[src/hdl/ssba_pkg.sv]
package ssba_pkg;

   localparam int MAX_SLOTS        = 1024;
   localparam int SECTORS_PER_SLOT = 8;
   localparam int SECTOR_BYTES     = 512;
   localparam int PAGE_BYTES       = 4096;

   localparam int ROW_BITS     = 32;
   localparam int ROWS         = MAX_SLOTS / ROW_BITS;
   localparam int ROW_W        = $clog2(ROWS);
   localparam int BIT_W        = $clog2(ROW_BITS);
   localparam int SLOT_W       = 10;
   localparam int COUNT_W      = 11;
   localparam int FRAME_W      = 20;
   localparam int CMD_W        = 2;
   localparam int STATUS_W     = 2;
   localparam int SECTOR_W     = 13;
   localparam int MEM_ADDR_W   = 32;
   localparam int STEP_W       = $clog2(SECTORS_PER_SLOT);
   localparam int PAGE_SHIFT   = $clog2(PAGE_BYTES);
   localparam int SECTOR_SHIFT = $clog2(SECTOR_BYTES);
   localparam int LIM_W        = COUNT_W - BIT_W;

   localparam int REQ_DATA_W  = 32;
   localparam int RSP_DATA_W  = 56;
   localparam int RSP_USER_W  = 3;

   localparam int CSR_ADDR_W  = 3;
   localparam int CSR_DATA_W  = 32;

   localparam logic [COUNT_W-1:0] SLOT_COUNT_RESET = COUNT_W'(MAX_SLOTS);
   localparam logic [CSR_ADDR_W-3:0] REG_SLOT_COUNT = '0;

   localparam logic [CMD_W-1:0] CMD_OUT  = 2'd0;
   localparam logic [CMD_W-1:0] CMD_IN   = 2'd1;
   localparam logic [CMD_W-1:0] CMD_FREE = 2'd2;
   localparam logic [CMD_W-1:0] CMD_NOP  = 2'd3;

   localparam logic [STATUS_W-1:0] ST_OK     = 2'd0;
   localparam logic [STATUS_W-1:0] ST_FULL   = 2'd1;
   localparam logic [STATUS_W-1:0] ST_RANGE  = 2'd2;
   localparam logic [STATUS_W-1:0] ST_UNUSED = 2'd3;

   typedef struct packed {
      logic load;
      logic read;
      logic check;
      logic emit;
   } ctl_cmd_type;

   typedef struct packed {
      logic none;
      logic out_free;
      logic emit_last;
   } dp_stat_type;

   // lowest set bit wins
   function automatic logic [BIT_W-1:0] first_bit(input logic [ROW_BITS-1:0] v);
      logic [BIT_W-1:0] pos;
      pos = '0;
      for (int i = ROW_BITS - 1; i >= 0; i--) begin
         if (v[i]) begin
            pos = BIT_W'(i);
         end
      end
      return pos;
   endfunction

   function automatic logic [ROW_W-1:0] first_row(input logic [ROWS-1:0] v);
      logic [ROW_W-1:0] pos;
      pos = '0;
      for (int i = ROWS - 1; i >= 0; i--) begin
         if (v[i]) begin
            pos = ROW_W'(i);
         end
      end
      return pos;
   endfunction

endpackage

[src/hdl/swap_slot_bitmap_allocator_top.sv]
// First-fit swap slot allocator over a 1024-slot free map (all free after reset).
// Commands arrive one at a time; an accepted transaction looks up the map (one row
// read of the 32x32 map memory plus decision), then emits 8 sector transfers for
// swap out/in or a single status result, one per cycle while the result side is
// ready; a no-op emits nothing. A new command is taken as soon as its predecessor's
// last result sits in the output register. Lowest free slot is located through a
// per-row summary bitmap, so search time does not depend on map occupancy.
module swap_slot_bitmap_allocator_top (
   input  logic                                 clock,
   input  logic                                 reset,
   input  logic                                 req_tvalid,
   output logic                                 req_tready,
   input  logic [ssba_pkg::REQ_DATA_W-1:0]      req_tdata,  // slot_index, frame_number, pad
   input  logic [ssba_pkg::CMD_W-1:0]           req_tuser,  // cmd
   output logic                                 rsp_tvalid,
   input  logic                                 rsp_tready,
   output logic [ssba_pkg::RSP_DATA_W-1:0]      rsp_tdata,  // slot, device_sector, memory_address, pad
   output logic [ssba_pkg::RSP_USER_W-1:0]      rsp_tuser,  // status, transfer
   output logic                                 rsp_tlast,
   input  logic                                 csr_psel,
   input  logic                                 csr_penable,
   input  logic                                 csr_pwrite,
   input  logic [ssba_pkg::CSR_ADDR_W-1:0]      csr_paddr,
   input  logic [ssba_pkg::CSR_DATA_W-1:0]      csr_pwdata,
   output logic [ssba_pkg::CSR_DATA_W-1:0]      csr_prdata,
   output logic                                 csr_pready
);

   ssba_pkg::ctl_cmd_type          ctl_cmd;
   ssba_pkg::dp_stat_type          dp_stat;
   logic [ssba_pkg::COUNT_W-1:0]   eff_count;

   ssba_csr u_csr (
      .clock       (clock),
      .reset       (reset),
      .csr_psel    (csr_psel),
      .csr_penable (csr_penable),
      .csr_pwrite  (csr_pwrite),
      .csr_paddr   (csr_paddr),
      .csr_pwdata  (csr_pwdata),
      .csr_prdata  (csr_prdata),
      .csr_pready  (csr_pready),
      .eff_count   (eff_count)
   );

   ssba_ctrl u_ctrl (
      .clock      (clock),
      .reset      (reset),
      .req_tvalid (req_tvalid),
      .req_tready (req_tready),
      .ctl_cmd    (ctl_cmd),
      .dp_stat    (dp_stat)
   );

   ssba_dp u_dp (
      .clock      (clock),
      .reset      (reset),
      .ctl_cmd    (ctl_cmd),
      .dp_stat    (dp_stat),
      .eff_count  (eff_count),
      .req_tuser  (req_tuser),
      .req_tdata  (req_tdata),
      .rsp_tvalid (rsp_tvalid),
      .rsp_tready (rsp_tready),
      .rsp_tdata  (rsp_tdata),
      .rsp_tuser  (rsp_tuser),
      .rsp_tlast  (rsp_tlast)
   );

endmodule

[src/hdl/ssba_csr.sv]
module ssba_csr (
   input  logic                                 clock,
   input  logic                                 reset,
   input  logic                                 csr_psel,
   input  logic                                 csr_penable,
   input  logic                                 csr_pwrite,
   input  logic [ssba_pkg::CSR_ADDR_W-1:0]      csr_paddr,
   input  logic [ssba_pkg::CSR_DATA_W-1:0]      csr_pwdata,
   output logic [ssba_pkg::CSR_DATA_W-1:0]      csr_prdata,
   output logic                                 csr_pready,
   output logic [ssba_pkg::COUNT_W-1:0]         eff_count
);

   logic [ssba_pkg::COUNT_W-1:0] slot_count_ff;
   logic [ssba_pkg::COUNT_W-1:0] slot_count_in;
   logic                         hit;

   assign csr_pready = 1'b1;
   assign hit = (csr_paddr[ssba_pkg::CSR_ADDR_W-1:2] == ssba_pkg::REG_SLOT_COUNT);

   always_comb begin
      slot_count_in = slot_count_ff;
      if (csr_psel && csr_penable && csr_pwrite && csr_pready && hit) begin
         slot_count_in = csr_pwdata[ssba_pkg::COUNT_W-1:0];
      end
   end

   always_ff @(posedge clock) begin
      if (reset) begin
         slot_count_ff <= ssba_pkg::SLOT_COUNT_RESET;
      end else begin
         slot_count_ff <= slot_count_in;
      end
   end

   assign csr_prdata = hit ? ssba_pkg::CSR_DATA_W'(slot_count_ff) : '0;

   // saturate at the map size
   assign eff_count = (slot_count_ff < ssba_pkg::COUNT_W'(ssba_pkg::MAX_SLOTS)) ?
                      slot_count_ff : ssba_pkg::COUNT_W'(ssba_pkg::MAX_SLOTS);

endmodule

[src/hdl/ssba_dp.sv]
module ssba_dp (
   input  logic                                 clock,
   input  logic                                 reset,
   input  ssba_pkg::ctl_cmd_type                ctl_cmd,
   output ssba_pkg::dp_stat_type                dp_stat,
   input  logic [ssba_pkg::COUNT_W-1:0]         eff_count,
   input  logic [ssba_pkg::CMD_W-1:0]           req_tuser,
   input  logic [ssba_pkg::REQ_DATA_W-1:0]      req_tdata,
   output logic                                 rsp_tvalid,
   input  logic                                 rsp_tready,
   output logic [ssba_pkg::RSP_DATA_W-1:0]      rsp_tdata,
   output logic [ssba_pkg::RSP_USER_W-1:0]      rsp_tuser,
   output logic                                 rsp_tlast
);

   // transaction latch
   logic [ssba_pkg::CMD_W-1:0]      cmd_ff;
   logic [ssba_pkg::SLOT_W-1:0]     idx_ff;
   logic [ssba_pkg::FRAME_W-1:0]    frame_ff;

   // free map: one bit per slot, rows of ROW_BITS slots
   logic [ssba_pkg::ROW_BITS-1:0]   map_mem [ssba_pkg::ROWS];
   logic [ssba_pkg::ROW_BITS-1:0]   q_ff;
   logic [ssba_pkg::ROWS-1:0]       row_valid_ff;
   logic [ssba_pkg::ROWS-1:0]       row_valid_in;
   logic [ssba_pkg::ROWS-1:0]       summary_ff;
   logic [ssba_pkg::ROWS-1:0]       summary_in;
   logic [ssba_pkg::ROW_W-1:0]      row_ff;
   logic [ssba_pkg::ROW_W-1:0]      row_in;
   logic                            any_ff;

   // decision
   logic [ssba_pkg::STATUS_W-1:0]   st_ff, st_in;
   logic [ssba_pkg::SLOT_W-1:0]     slot_ff, slot_in;
   logic                            xfer_ff, xfer_in;
   logic [ssba_pkg::STEP_W-1:0]     step_ff;

   logic [ssba_pkg::ROW_BITS-1:0]   row_data;
   logic [ssba_pkg::ROW_BITS-1:0]   limit_mask;
   logic [ssba_pkg::ROW_BITS-1:0]   cand;
   logic [ssba_pkg::ROW_BITS-1:0]   wdata;
   logic [ssba_pkg::BIT_W-1:0]      alloc_bit;
   logic [ssba_pkg::BIT_W-1:0]      idx_bit;
   logic [ssba_pkg::LIM_W-1:0]      lim_row;
   logic [ssba_pkg::LIM_W-1:0]      cur_row;
   logic                            map_we;
   logic                            in_range;
   logic                            emit_last;

   // output register
   logic                            rsp_valid_ff;
   logic [ssba_pkg::STATUS_W-1:0]   rsp_st_ff;
   logic [ssba_pkg::SLOT_W-1:0]     rsp_slot_ff;
   logic [ssba_pkg::SECTOR_W-1:0]   rsp_sector_ff;
   logic [ssba_pkg::MEM_ADDR_W-1:0] rsp_addr_ff;
   logic                            rsp_xfer_ff;
   logic                            rsp_last_ff;

   always_ff @(posedge clock) begin
      if (ctl_cmd.load) begin
         cmd_ff   <= req_tuser;
         idx_ff   <= req_tdata[ssba_pkg::SLOT_W-1:0];
         frame_ff <= req_tdata[ssba_pkg::SLOT_W +: ssba_pkg::FRAME_W];
      end
   end

   assign row_in = (cmd_ff == ssba_pkg::CMD_OUT) ? ssba_pkg::first_row(summary_ff) :
                   idx_ff[ssba_pkg::SLOT_W-1:ssba_pkg::BIT_W];

   always_ff @(posedge clock) begin
      if (ctl_cmd.read) begin
         q_ff   <= map_mem[row_in];
         row_ff <= row_in;
         any_ff <= |summary_ff;
      end
      if (map_we && ctl_cmd.check) begin
         map_mem[row_ff] <= wdata;
      end
   end

   always_comb begin
      row_data   = row_valid_ff[row_ff] ? q_ff : '1;
      lim_row    = eff_count[ssba_pkg::COUNT_W-1:ssba_pkg::BIT_W];
      cur_row    = ssba_pkg::LIM_W'(row_ff);
      if (lim_row > cur_row) begin
         limit_mask = '1;
      end else if (lim_row == cur_row) begin
         limit_mask = (ssba_pkg::ROW_BITS'(1) << eff_count[ssba_pkg::BIT_W-1:0])
                      - ssba_pkg::ROW_BITS'(1);
      end else begin
         limit_mask = '0;
      end
      cand      = row_data & limit_mask;
      alloc_bit = ssba_pkg::first_bit(cand);
      idx_bit   = idx_ff[ssba_pkg::BIT_W-1:0];
      in_range  = ({1'b0, idx_ff} < eff_count);

      map_we       = 1'b0;
      wdata        = row_data;
      row_valid_in = row_valid_ff;
      summary_in   = summary_ff;
      st_in        = ssba_pkg::ST_OK;
      slot_in      = idx_ff;
      xfer_in      = 1'b0;

      case (cmd_ff) inside
         ssba_pkg::CMD_OUT: begin
            if (any_ff && (|cand)) begin
               slot_in = {row_ff, alloc_bit};
               xfer_in = 1'b1;
               map_we  = 1'b1;
               wdata   = row_data & ~(ssba_pkg::ROW_BITS'(1) << alloc_bit);
            end else begin
               st_in   = ssba_pkg::ST_FULL;
               slot_in = '0;
            end
         end
         ssba_pkg::CMD_IN, ssba_pkg::CMD_FREE: begin
            if (!in_range) begin
               st_in = ssba_pkg::ST_RANGE;
            end else if (row_data[idx_bit]) begin
               st_in = ssba_pkg::ST_UNUSED;
            end else begin
               map_we  = 1'b1;
               wdata   = row_data | (ssba_pkg::ROW_BITS'(1) << idx_bit);
               xfer_in = (cmd_ff == ssba_pkg::CMD_IN);
            end
         end
         default: begin
         end
      endcase

      if (map_we && ctl_cmd.check) begin
         row_valid_in[row_ff] = 1'b1;
         summary_in[row_ff]   = |wdata;
      end
   end

   always_ff @(posedge clock) begin
      if (reset) begin
         row_valid_ff <= '0;
         summary_ff   <= '1;
      end else begin
         row_valid_ff <= row_valid_in;
         summary_ff   <= summary_in;
      end
   end

   always_ff @(posedge clock) begin
      if (ctl_cmd.check) begin
         st_ff   <= st_in;
         slot_ff <= slot_in;
         xfer_ff <= xfer_in;
         step_ff <= '0;
      end else if (ctl_cmd.emit) begin
         step_ff <= step_ff + ssba_pkg::STEP_W'(1);
      end
   end

   assign emit_last = !xfer_ff ||
                      (step_ff == ssba_pkg::STEP_W'(ssba_pkg::SECTORS_PER_SLOT - 1));

   always_ff @(posedge clock) begin
      if (reset) begin
         rsp_valid_ff <= 1'b0;
      end else if (ctl_cmd.emit) begin
         rsp_valid_ff <= 1'b1;
      end else if (rsp_tready) begin
         rsp_valid_ff <= 1'b0;
      end
   end

   always_ff @(posedge clock) begin
      if (ctl_cmd.emit) begin
         rsp_st_ff   <= st_ff;
         rsp_slot_ff <= slot_ff;
         rsp_xfer_ff <= xfer_ff;
         rsp_last_ff <= emit_last;
         if (xfer_ff) begin
            rsp_sector_ff <= ssba_pkg::SECTOR_W'({slot_ff, step_ff});
            rsp_addr_ff   <= (ssba_pkg::MEM_ADDR_W'(frame_ff) << ssba_pkg::PAGE_SHIFT)
                           + (ssba_pkg::MEM_ADDR_W'(step_ff) << ssba_pkg::SECTOR_SHIFT);
         end else begin
            rsp_sector_ff <= '0;
            rsp_addr_ff   <= '0;
         end
      end
   end

   assign dp_stat.none      = (cmd_ff == ssba_pkg::CMD_NOP);
   assign dp_stat.out_free  = !rsp_valid_ff || rsp_tready;
   assign dp_stat.emit_last = emit_last;

   assign rsp_tvalid = rsp_valid_ff;
   assign rsp_tdata  = {1'b0, rsp_addr_ff, rsp_sector_ff, rsp_slot_ff};
   assign rsp_tuser  = {rsp_xfer_ff, rsp_st_ff};
   assign rsp_tlast  = rsp_last_ff;

   a_row_valid_sticky: assert property (@(posedge clock) disable iff (reset)
      !$past(reset) |-> (($past(row_valid_ff) & ~row_valid_ff) == '0))
      else $error("row valid bit dropped");

   a_status_only_last: assert property (@(posedge clock) disable iff (reset)
      (rsp_valid_ff && !rsp_xfer_ff) |-> (rsp_last_ff && rsp_sector_ff == '0))
      else $error("status-only result malformed");

   a_sector_slot: assert property (@(posedge clock) disable iff (reset)
      (rsp_valid_ff && rsp_xfer_ff) |->
      (rsp_sector_ff[ssba_pkg::SECTOR_W-1:ssba_pkg::STEP_W] == rsp_slot_ff))
      else $error("sector does not match slot");

   a_alloc_was_free: assert property (@(posedge clock) disable iff (reset)
      (ctl_cmd.check && map_we && cmd_ff == ssba_pkg::CMD_OUT) |->
      row_data[alloc_bit])
      else $error("allocated a used slot");

endmodule

[src/hdl/ssba_ctrl.sv]
module ssba_ctrl (
   input  logic                   clock,
   input  logic                   reset,
   input  logic                   req_tvalid,
   output logic                   req_tready,
   output ssba_pkg::ctl_cmd_type  ctl_cmd,
   input  ssba_pkg::dp_stat_type  dp_stat
);

   localparam logic [1:0] S_IDLE  = 2'd0;
   localparam logic [1:0] S_READ  = 2'd1;
   localparam logic [1:0] S_CHECK = 2'd2;
   localparam logic [1:0] S_EMIT  = 2'd3;

   logic [1:0] state_ff;
   logic [1:0] state_in;

   always_comb begin
      state_in      = state_ff;
      ctl_cmd       = '0;
      req_tready    = 1'b0;
      unique case (state_ff)
         S_IDLE: begin
            req_tready = 1'b1;
            if (req_tvalid) begin
               ctl_cmd.load = 1'b1;
               state_in     = S_READ;
            end
         end
         S_READ: begin
            ctl_cmd.read = 1'b1;
            state_in     = S_CHECK;
         end
         S_CHECK: begin
            ctl_cmd.check = 1'b1;
            state_in      = dp_stat.none ? S_IDLE : S_EMIT;
         end
         S_EMIT: begin
            if (dp_stat.out_free) begin
               ctl_cmd.emit = 1'b1;
               if (dp_stat.emit_last) begin
                  state_in = S_IDLE;
               end
            end
         end
         default: begin
            state_in = S_IDLE;
         end
      endcase
   end

   always_ff @(posedge clock) begin
      if (reset) begin
         state_ff <= S_IDLE;
      end else begin
         state_ff <= state_in;
      end
   end

   a_load_idle: assert property (@(posedge clock) disable iff (reset)
      ctl_cmd.load |=> (state_ff == S_READ))
      else $error("load did not start a read");

   a_emit_only_free: assert property (@(posedge clock) disable iff (reset)
      ctl_cmd.emit |-> (state_ff == S_EMIT && dp_stat.out_free))
      else $error("emit while output busy");

   a_check_after_read: assert property (@(posedge clock) disable iff (reset)
      ctl_cmd.check |-> $past(ctl_cmd.read))
      else $error("check without read");

endmodule

[config.mk]
export PLATFORM = sky130hd
export DESIGN_NAME = swap_slot_bitmap_allocator_top
export DESIGN_NICKNAME = d
export VERILOG_FILES = /design/src/hdl/ssba_pkg.sv /design/src/hdl/swap_slot_bitmap_allocator_top.sv /design/src/hdl/ssba_csr.sv /design/src/hdl/ssba_dp.sv /design/src/hdl/ssba_ctrl.sv
export SDC_FILE = /design/constraint.sdc
export NUM_CORES = 2
export LEC_CHECK = 0
export BUFFER_PORTS_ARGS = -buffer_cell sky130_fd_sc_hd__buf_2
export CAP_MARGIN = 20
export CORE_MARGIN = 3
export CORE_UTILIZATION = 56
export DETAILED_ROUTE_END_ITERATION = 16
export HOLD_SLACK_MARGIN = 0.15
export PLACE_DENSITY = 0.76
export SLEW_MARGIN = 20
export SYNTH_ARGS = -nofsm -noshare
export SYNTH_HDL_FRONTEND = slang
export SYNTH_SLANG_ARGS = --single-unit
[constraint.sdc]
create_clock -name clock -period 7.9 [get_ports clock]
set_input_delay 2.37 -clock clock [delete_from_list [all_inputs] [get_ports clock]]
set_output_delay 2.37 -clock clock [all_outputs]
set_load 0.02 [all_outputs]
# Yosys cells after proc, flatten, opt, wreduce, memory -nomap -nowiden
# Memory sizes are Yosys's and may differ from the RTL's. A register that Yosys moved wholly into a read port is not among the register bits.
# Cells that the tools add are included.
# classes
muxes	114
n_eq_ne	11
n_reduce_logical	18
n_addsub	3
n_bitwise	6
n_lt_le_gt_ge	6
shifts	3
# op_table
operator	count
$mux W5	65
$mux W32	8
$reduce_or A32 Y1	3
$shl A1 B5 Y32 const A	3
$and A32 B32 Y32	2
$or A32 B32 Y32	2
$add A32 B12 Y32	1
$bwmux W32	1
$not A32 Y32	1
$sub A32 B2 Y32 const B	1
$mux W1	24
$mux W11	2
$mux W10	2
$mux W2	8
$lt A5 B6 Y1 const B	2
$lt A10 B11 Y1	1
$lt A11 B11 Y1 const B	1
$bmux W1 S5	2
$eq A2 B2 Y1 const B	4
$pmux W2 S4	1
$eq A6 B5 Y1	1
$gt A6 B5 Y1	1
$logic_and A1 B1 Y1	6
$demux W1 S5	1
other kinds (13)	18
# totals
in_bits	76
register_bits	191
ramBits	1024
mem_count	1
wordCells	182
out_inout_bits	95
# mem_list
memory	depth	word_bits	read_ports	rd_ports_with_merged_regs	wr	line_no	source
u_dp.map_mem	32	32	1	1	1	ssba_dp.sv:22	logic [ssba_pkg::ROW_BITS-1:0] map_mem [ssba_pkg::ROWS];

# Longest topological paths before layout
# logic_depth
ltp_word	46
mapped_depth	25
depth_no_buf	18

# By module
# A second synthesis with hierarchy kept.
# hier_totals
hier_cells	3352
hier_area_um2	52153.8
# by_module_without_submodules
mod	area_each_um2	seq_area_each_um2	n_inst	cells_each
ssba_dp	51204.1	36014.5	1	3239
ssba_csr	827.0	220.2	1	96
ssba_ctrl	122.6	40.0	1	17

# Worst setup path after synthesis
# Ideal clock, no wire load.
# synth_timing
kind	flip-flop to flip-flop
from	register u_csr.slot_count_ff[10] (netlist name)
to	memory u_dp.map_mem[18][0] (netlist name), enable pin
synth_period_minus_slack_ns	7.633
n_path_buf	6
arrival_ns	7.119
path_stages_with_launch	19
path_slack_ns	0.267
required_time_ns	7.386
setup_time_ns	0.514
cell_sequence	dfxtp_1 -> clkbuf_1 -> clkinv_1 -> clkbuf_1 -> nand2_1 -> inv_1 -> ha_1 -> and3_1 -> clkbuf_1 -> a221oi_1 -> nand2_1 -> clkbuf_1 -> clkbuf_1 -> a21oi_1 -> and2_1 -> a41oi_1 -> o21ai_1 -> clkbuf_1 -> nor4_1
# synth_via
elab_chain_len	14
word_cells_on_any_way	19
classes_between	add/sub: 1; order compare: 3; eq/ne: 1; shift: 1; mux: 9; bitwise: 1; reduce/logical: 3
# synth_lines
element	line_no	source
start: declaration	ssba_csr.sv:14	logic [ssba_pkg::COUNT_W-1:0] slot_count_ff;
start signal: assignment	ssba_csr.sv:30	slot_count_ff <= ssba_pkg::SLOT_COUNT_RESET;
start signal: assignment	ssba_csr.sv:32	slot_count_ff <= slot_count_in;
$lt A11 B11 Y1	ssba_csr.sv:39	assign eff_count = (slot_count_ff < ssba_pkg::COUNT_W'(ssba_pkg::MAX_SLOTS)) ?
$mux W11 *	ssba_csr.sv:39	
$shl A1 B5 Y32	ssba_dp.sv:88	limit_mask = (ssba_pkg::ROW_BITS'(1) << eff_count[ssba_pkg::BIT_W-1:0])
$sub A32 B2 Y32	ssba_dp.sv:89	- ssba_pkg::ROW_BITS'(1);
$mux W32	ssba_dp.sv:87	end else if (lim_row == cur_row) begin
$mux W32	ssba_dp.sv:85	if (lim_row > cur_row) begin
$and A32 B32 Y32	ssba_dp.sv:93	cand = row_data & limit_mask;
$reduce_or A32 Y1	ssba_dp.sv:108	if (any_ff && (|cand)) begin
$logic_and A1 B1 Y1	ssba_dp.sv:108	
$mux W1	ssba_dp.sv:108	
$mux W1 *	ssba_dp.sv:106	case (cmd_ff) inside
$logic_and A1 B1 Y1 *	ssba_dp.sv:76	if (map_we && ctl_cmd.check) begin
$mux W1 *	ssba_dp.sv:76	
$mux W1 (not written as such) *	ssba_dp.sv:77	map_mem[row_ff] <= wdata;
end: declaration	ssba_dp.sv:22	
# Mark *: on every way between the ends. The rest lies on a longest branch, timed or not.

# Worst setup path in the final report
# layout_timing
from	register u_dp.row_ff[0] (netlist name)
to	register u_dp.summary_ff[27] (netlist name)
# layout_via
elab_chain_len	43
word_cells_on_any_way	66
classes_between	order compare: 3; eq/ne: 1; shift: 1; mux: 52; bitwise: 4; reduce/logical: 5
# layout_lines
element	line_no	source
start: declaration	ssba_dp.sv:28	logic [ssba_pkg::ROW_W-1:0] row_ff;
start signal: assignment	ssba_dp.sv:73	row_ff <= row_in;
$bmux W1 S5 or $eq A6 B5 Y1 (tied branches)	ssba_dp.sv:82, ssba_dp.sv:87	
$mux W1 (not written as such) or $mux W32 (tied branches)	ssba_dp.sv:82, ssba_dp.sv:87	
$mux W32 (on tied branches)	ssba_dp.sv:82, ssba_dp.sv:85	
$and A32 B32 Y32	ssba_dp.sv:93	
$mux W5 (32 in series)	ssba_pkg.sv:62	if (v[i]) begin
$shl A1 B5 Y32	ssba_dp.sv:112	wdata = row_data & ~(ssba_pkg::ROW_BITS'(1) << alloc_bit);
$not A32 Y32	ssba_dp.sv:112	
$and A32 B32 Y32	ssba_dp.sv:112	
$mux W32	ssba_dp.sv:108	
$mux W32 *	ssba_dp.sv:106	
named net u_dp.wdata (one bit)	ssba_dp.sv:41	logic [ssba_pkg::ROW_BITS-1:0] wdata;
$reduce_or A32 Y1 *	ssba_dp.sv:135	summary_in[row_ff] = |wdata;
$bwmux W32 *	ssba_dp.sv:135	
end signal: assignment	ssba_dp.sv:145	summary_ff <= summary_in;
end: declaration	ssba_dp.sv:26	logic [ssba_pkg::ROWS-1:0] summary_ff;
# The timed path passes the listed nets; every way through them passes the cells marked *. The select of a mux whose other input is x is not followed.
# A chain may end at the register's enable or synchronous reset.

==> results by group <==
Die
  – Die ar.: 0.09430 sq mm
  – Core ar.: 0.08919 sq mm
  – Die H: about 310 um
  – I/O pin total: around 170
  – Starting density of the core: between 50 and 60%
  – Die Width: ~310 um
  – Core Rows: ~110

Place
  – IO buf count: between 100 and 150
  – DPL Wire Length: about 80000 um
  – Placer Congestion: between 0.9 and 1
  – Placed cells: about 4.7k

Clocking
  – CTS Buf Count: 116
  – Clk buf depth: 3
  – Clock Latency Late Sink: approximately 700 ps
  – Post-CTS Hold Buffers: 0
  – Resized cells post-CTS: 0
  – Sink Count: ~1.2k
  – Clock-pin slew on the worst setup and hold paths: roughly 60 ps
  – # Post-CTS Setup Buffers: 0
  – Root buffer cell: clkbuf_16
  – TritonCTS clock tree: built
  – Htree depth: 3

Global routing
  – Number of global-route vias before repair: 30.47k
  – Largest net degree at the start of global routing: about 170
  – Global Route Usage Sum: between 20% and 30%
  – Initial antenna violation count: 3
  – GRT overflow: 0
  – First-pass GRT wire length: approximately 200000 um

Timing
  – Pins Over Slew Limit: 0
  – Fin crit period: 6808 ps
  – Max Clock Skew: 37.37 ps
  – Finish-stage setup viols: 0
  – Worst Tran Pin Value: 1185 ps
  – Final Hold Fails: 0
  – RSZ-0062 raised after global routing: no
  – Peak Freq: approximately 0.15 GHz
  – Final period util: between 80 and 90%
  – Slew HR: between 20% and 30%
  – Setup TNS: 0 ps

Power and ir drop
  – Pwr Density: 235.0 mW/mm^2
  – Peak supply drop: between 0.15 and 0.2 mV
  – P_leak: about 0.018 uW

Synthesis
  – Cell variety after synth: between 80 and 90
  – Ys flop type: edfxtp_1
  – Number of synthesized register bits: ~1.2k
  – Post-synth EDFFs: about 1.2k
  – Post-synthesis cell area: 0.05076 sq mm
  – Mapped Avg Cell Area: about 14 sq um
  – Cells after synthesis: between 3k and 4k
  – Largest cells by area after synthesis: edfxtp_1 (68%), mux2i_1 (4.8%), dfxtp_1 (3.2%), o221ai_1 (2.8%), a21oi_1 (2.4%)
  – Dominant cell type by area after synthesis: edfxtp_1
  – Synth top area share: about 68%
  – Yosys Warn Count: 0
  – Asr flop ratio synth: 0%
  – Sequential share of the synthesized area: a little over 70%

Critical path
  – Startpoint of the worst-slack reg-to-reg timing path: u_dp.row_ff[0]$_DFFE_PN_
  – Crit Path Class: register to register
  – Data arrival, critical path: roughly 7400 ps
  – R2R depth: 17
  – CP startpoint kind: register
  – Worst flop-to-flop path endpoint: u_dp.summary_ff[27]$_SDFFE_PP1P_
  – Critical Path Source: u_dp.row_ff[0]$_DFFE_PN_
  – Req. time, crit path: about 8500 ps
  – Worst-path maximum fanout: 36
  – Reg2reg setup slack: around 1100 ps
  – CP endpoint: u_dp.summary_ff[27]$_SDFFE_PP1P_
  – CP endpoint kind: register

Route
  – Met2 WL post-DR: about 63000 um
  – Met3 wire length: ~15000 um
  – Post-DR vias/cell: ~6.6
  – 1st-pass router iterations: 6
  – Vias after detailed routing: between 30k and 40k
  – Wire per inst: about 28 um
  – Final wirelength: between 100000 and 150000 um
  – DR top layer: met5
  – M1 wire length: approximately 54000 um
  – DR DRC count: 0
  – Final ANT Viol Nets: 0
  – Starting DRC count in detailed routing: 4639

Final layout
  – Commonest non-fill, non-tap cell in the layout: edfxtp_1
  – Share of layout cells above drive strength 1: between 10 and 15%
  – Final #Nets: roughly 3.7k
  – Finished Layout Cells: ~5k
  – Area grow syn2layout: 12.31%
  – Commonest non-fill, non-tap cells in the layout: edfxtp_1 (1154), mux2i_1 (245), a21oi_1 (241)

Run
  – Max cap viols: 0

Outcome
  – Status: complete, no violations

Min path
  – Min-delay src: u_dp.st_ff[0]$_DFFE_PP_
  – Worst min-delay path category: register to register
## report_power, final
part | switching [uW] | internal [uW]
Combinational | 578 | 257
Sequential | 61.3 | 7130
Clock | 2350 | 3020
Total | 2990 | 10400
## cells in the mapped netlist, types with 6 or more instances
cell / n
a211o_1: 7
a211oi_1: 23
a21o_1: 16
a21oi_1: 243
a21oi_2: 30
a221o_1: 34
a221oi_1: 67
a22oi_1: 10
a311o_1: 6
a31oi_1: 16
and2_1: 41
and3_1: 10
buf_1: 13
buf_2: 14
buf_4: 36
clkbuf_1: 189
dfxtp_1: 81
edfxtp_1: 1154
ha_1: 20
inv_1: 200
mux2i_1: 245
mux4_2: 10
nand2_1: 151
nand2b_1: 21
nand3_1: 27
nand3b_1: 10
nand4_1: 43
nor2_1: 158
nor2b_1: 21
nor3_1: 45
nor4_1: 28
nor4bb_1: 33
o211ai_1: 9
o21a_1: 11
o21ai_0: 141
o21bai_1: 9
o221ai_1: 165
o22ai_1: 13
o31ai_1: 15
o32ai_1: 6
or2_2: 11
or3_1: 9
## how the worst min path moves through the flow
stage | slack (ps) | cells past startpoint | to
2_1_floorplan | 400 | 0 | u_dp.rsp_st_ff[0]$_DFFE_PP_
3_3_place_gp | 410 | 0 | u_dp.rsp_st_ff[1]$_DFFE_PP_
3_5_place_dp | 420 | 0 | u_dp.rsp_st_ff[1]$_DFFE_PP_
4_1_cts | 430 | 0 | u_dp.rsp_st_ff[1]$_DFFE_PP_
5_1_grt | 430 | 0 | u_dp.rsp_st_ff[0]$_DFFE_PP_
6_report | 430 | 0 | u_dp.rsp_st_ff[0]$_DFFE_PP_
## stage by stage
stage	hold WS [ps]	utilization (%)	setup slack, ps	power (uW)	instance area [sq um]
floorplan	400.3	-	267.0	7832	50870
global placement	407.3	59.73	1298	8125	53270
detailed placement	415.5	59.79	1303	8143	53330
CTS	430.0	63.89	1284	13430	56990
global route	430.6	63.91	785.7	13750	57010
finish	431.6	63.92	1092	13400	57010
## layout make-up
| class | instances | area (sq um) |
|---|---|---|
| antenna | 1 | 2.502 |
| clock buffer | 149 | 3132 |
| clock inverter | 63 | 524.3 |
| fill | 6150 | 32180 |
| inverter | 203 | 769.5 |
| multi-input combinational | 1838 | 13060 |
| sequential | 1235 | 36270 |
| tap | 1165 | 1458 |
| timing repair buffer | 243 | 1790 |
## layer usage
metal	global-route usage, %	vias to the layer above
met5	0	-
met4	11.44	2
met3	6.253	320
met2	44.42	1952
met1	39.50	15961
li1	-	13909
## cells by family after synthesis
family	count (synthesis)	synth area share (%)
other	2	0.01479
XOR/XNOR	7	0.1208
AND/OR/NAND/NOR	644	6.690
AO/OA/AOI/OAI	878	12.05
adder cells (fa/ha/maj)	20	0.4930
buffers and inverters	461	3.850
flip-flops	1235	71.46
multiplexers	257	5.324
## sequential cells by signal, summed over array words and instances, names as in the netlist, 2 cells and up
name,count
u_csr.slot_count_ff,11
u_ctrl.state_ff,2
u_dp.cmd_ff,2
u_dp.frame_ff,20
u_dp.idx_ff,10
u_dp.map_mem,1024
u_dp.q_ff,32
u_dp.row_ff,5
u_dp.row_valid_ff,32
u_dp.rsp_addr_ff,20
u_dp.rsp_sector_ff,13
u_dp.rsp_slot_ff,10
u_dp.rsp_st_ff,2
u_dp.slot_ff,10
u_dp.st_ff,2
u_dp.step_ff,3
u_dp.summary_ff,32
## worst max-delay path: stages (launching register included)
cell and delay [ps]:
edfxtp_1 320, buf_4 510, mux2i_1 260, o22ai_1 130, nor4_1 720, mux2_2 680
buf_4 390, a311o_1 290, a311o_1 150, and4b_4 240, or2_1 490, nand3b_1 190
o22a_1 250, or4_1 570, nor4_1 310, and4_2 700, buf_4 310, a21oi_2 70
(Power assumes the default switching activity.)
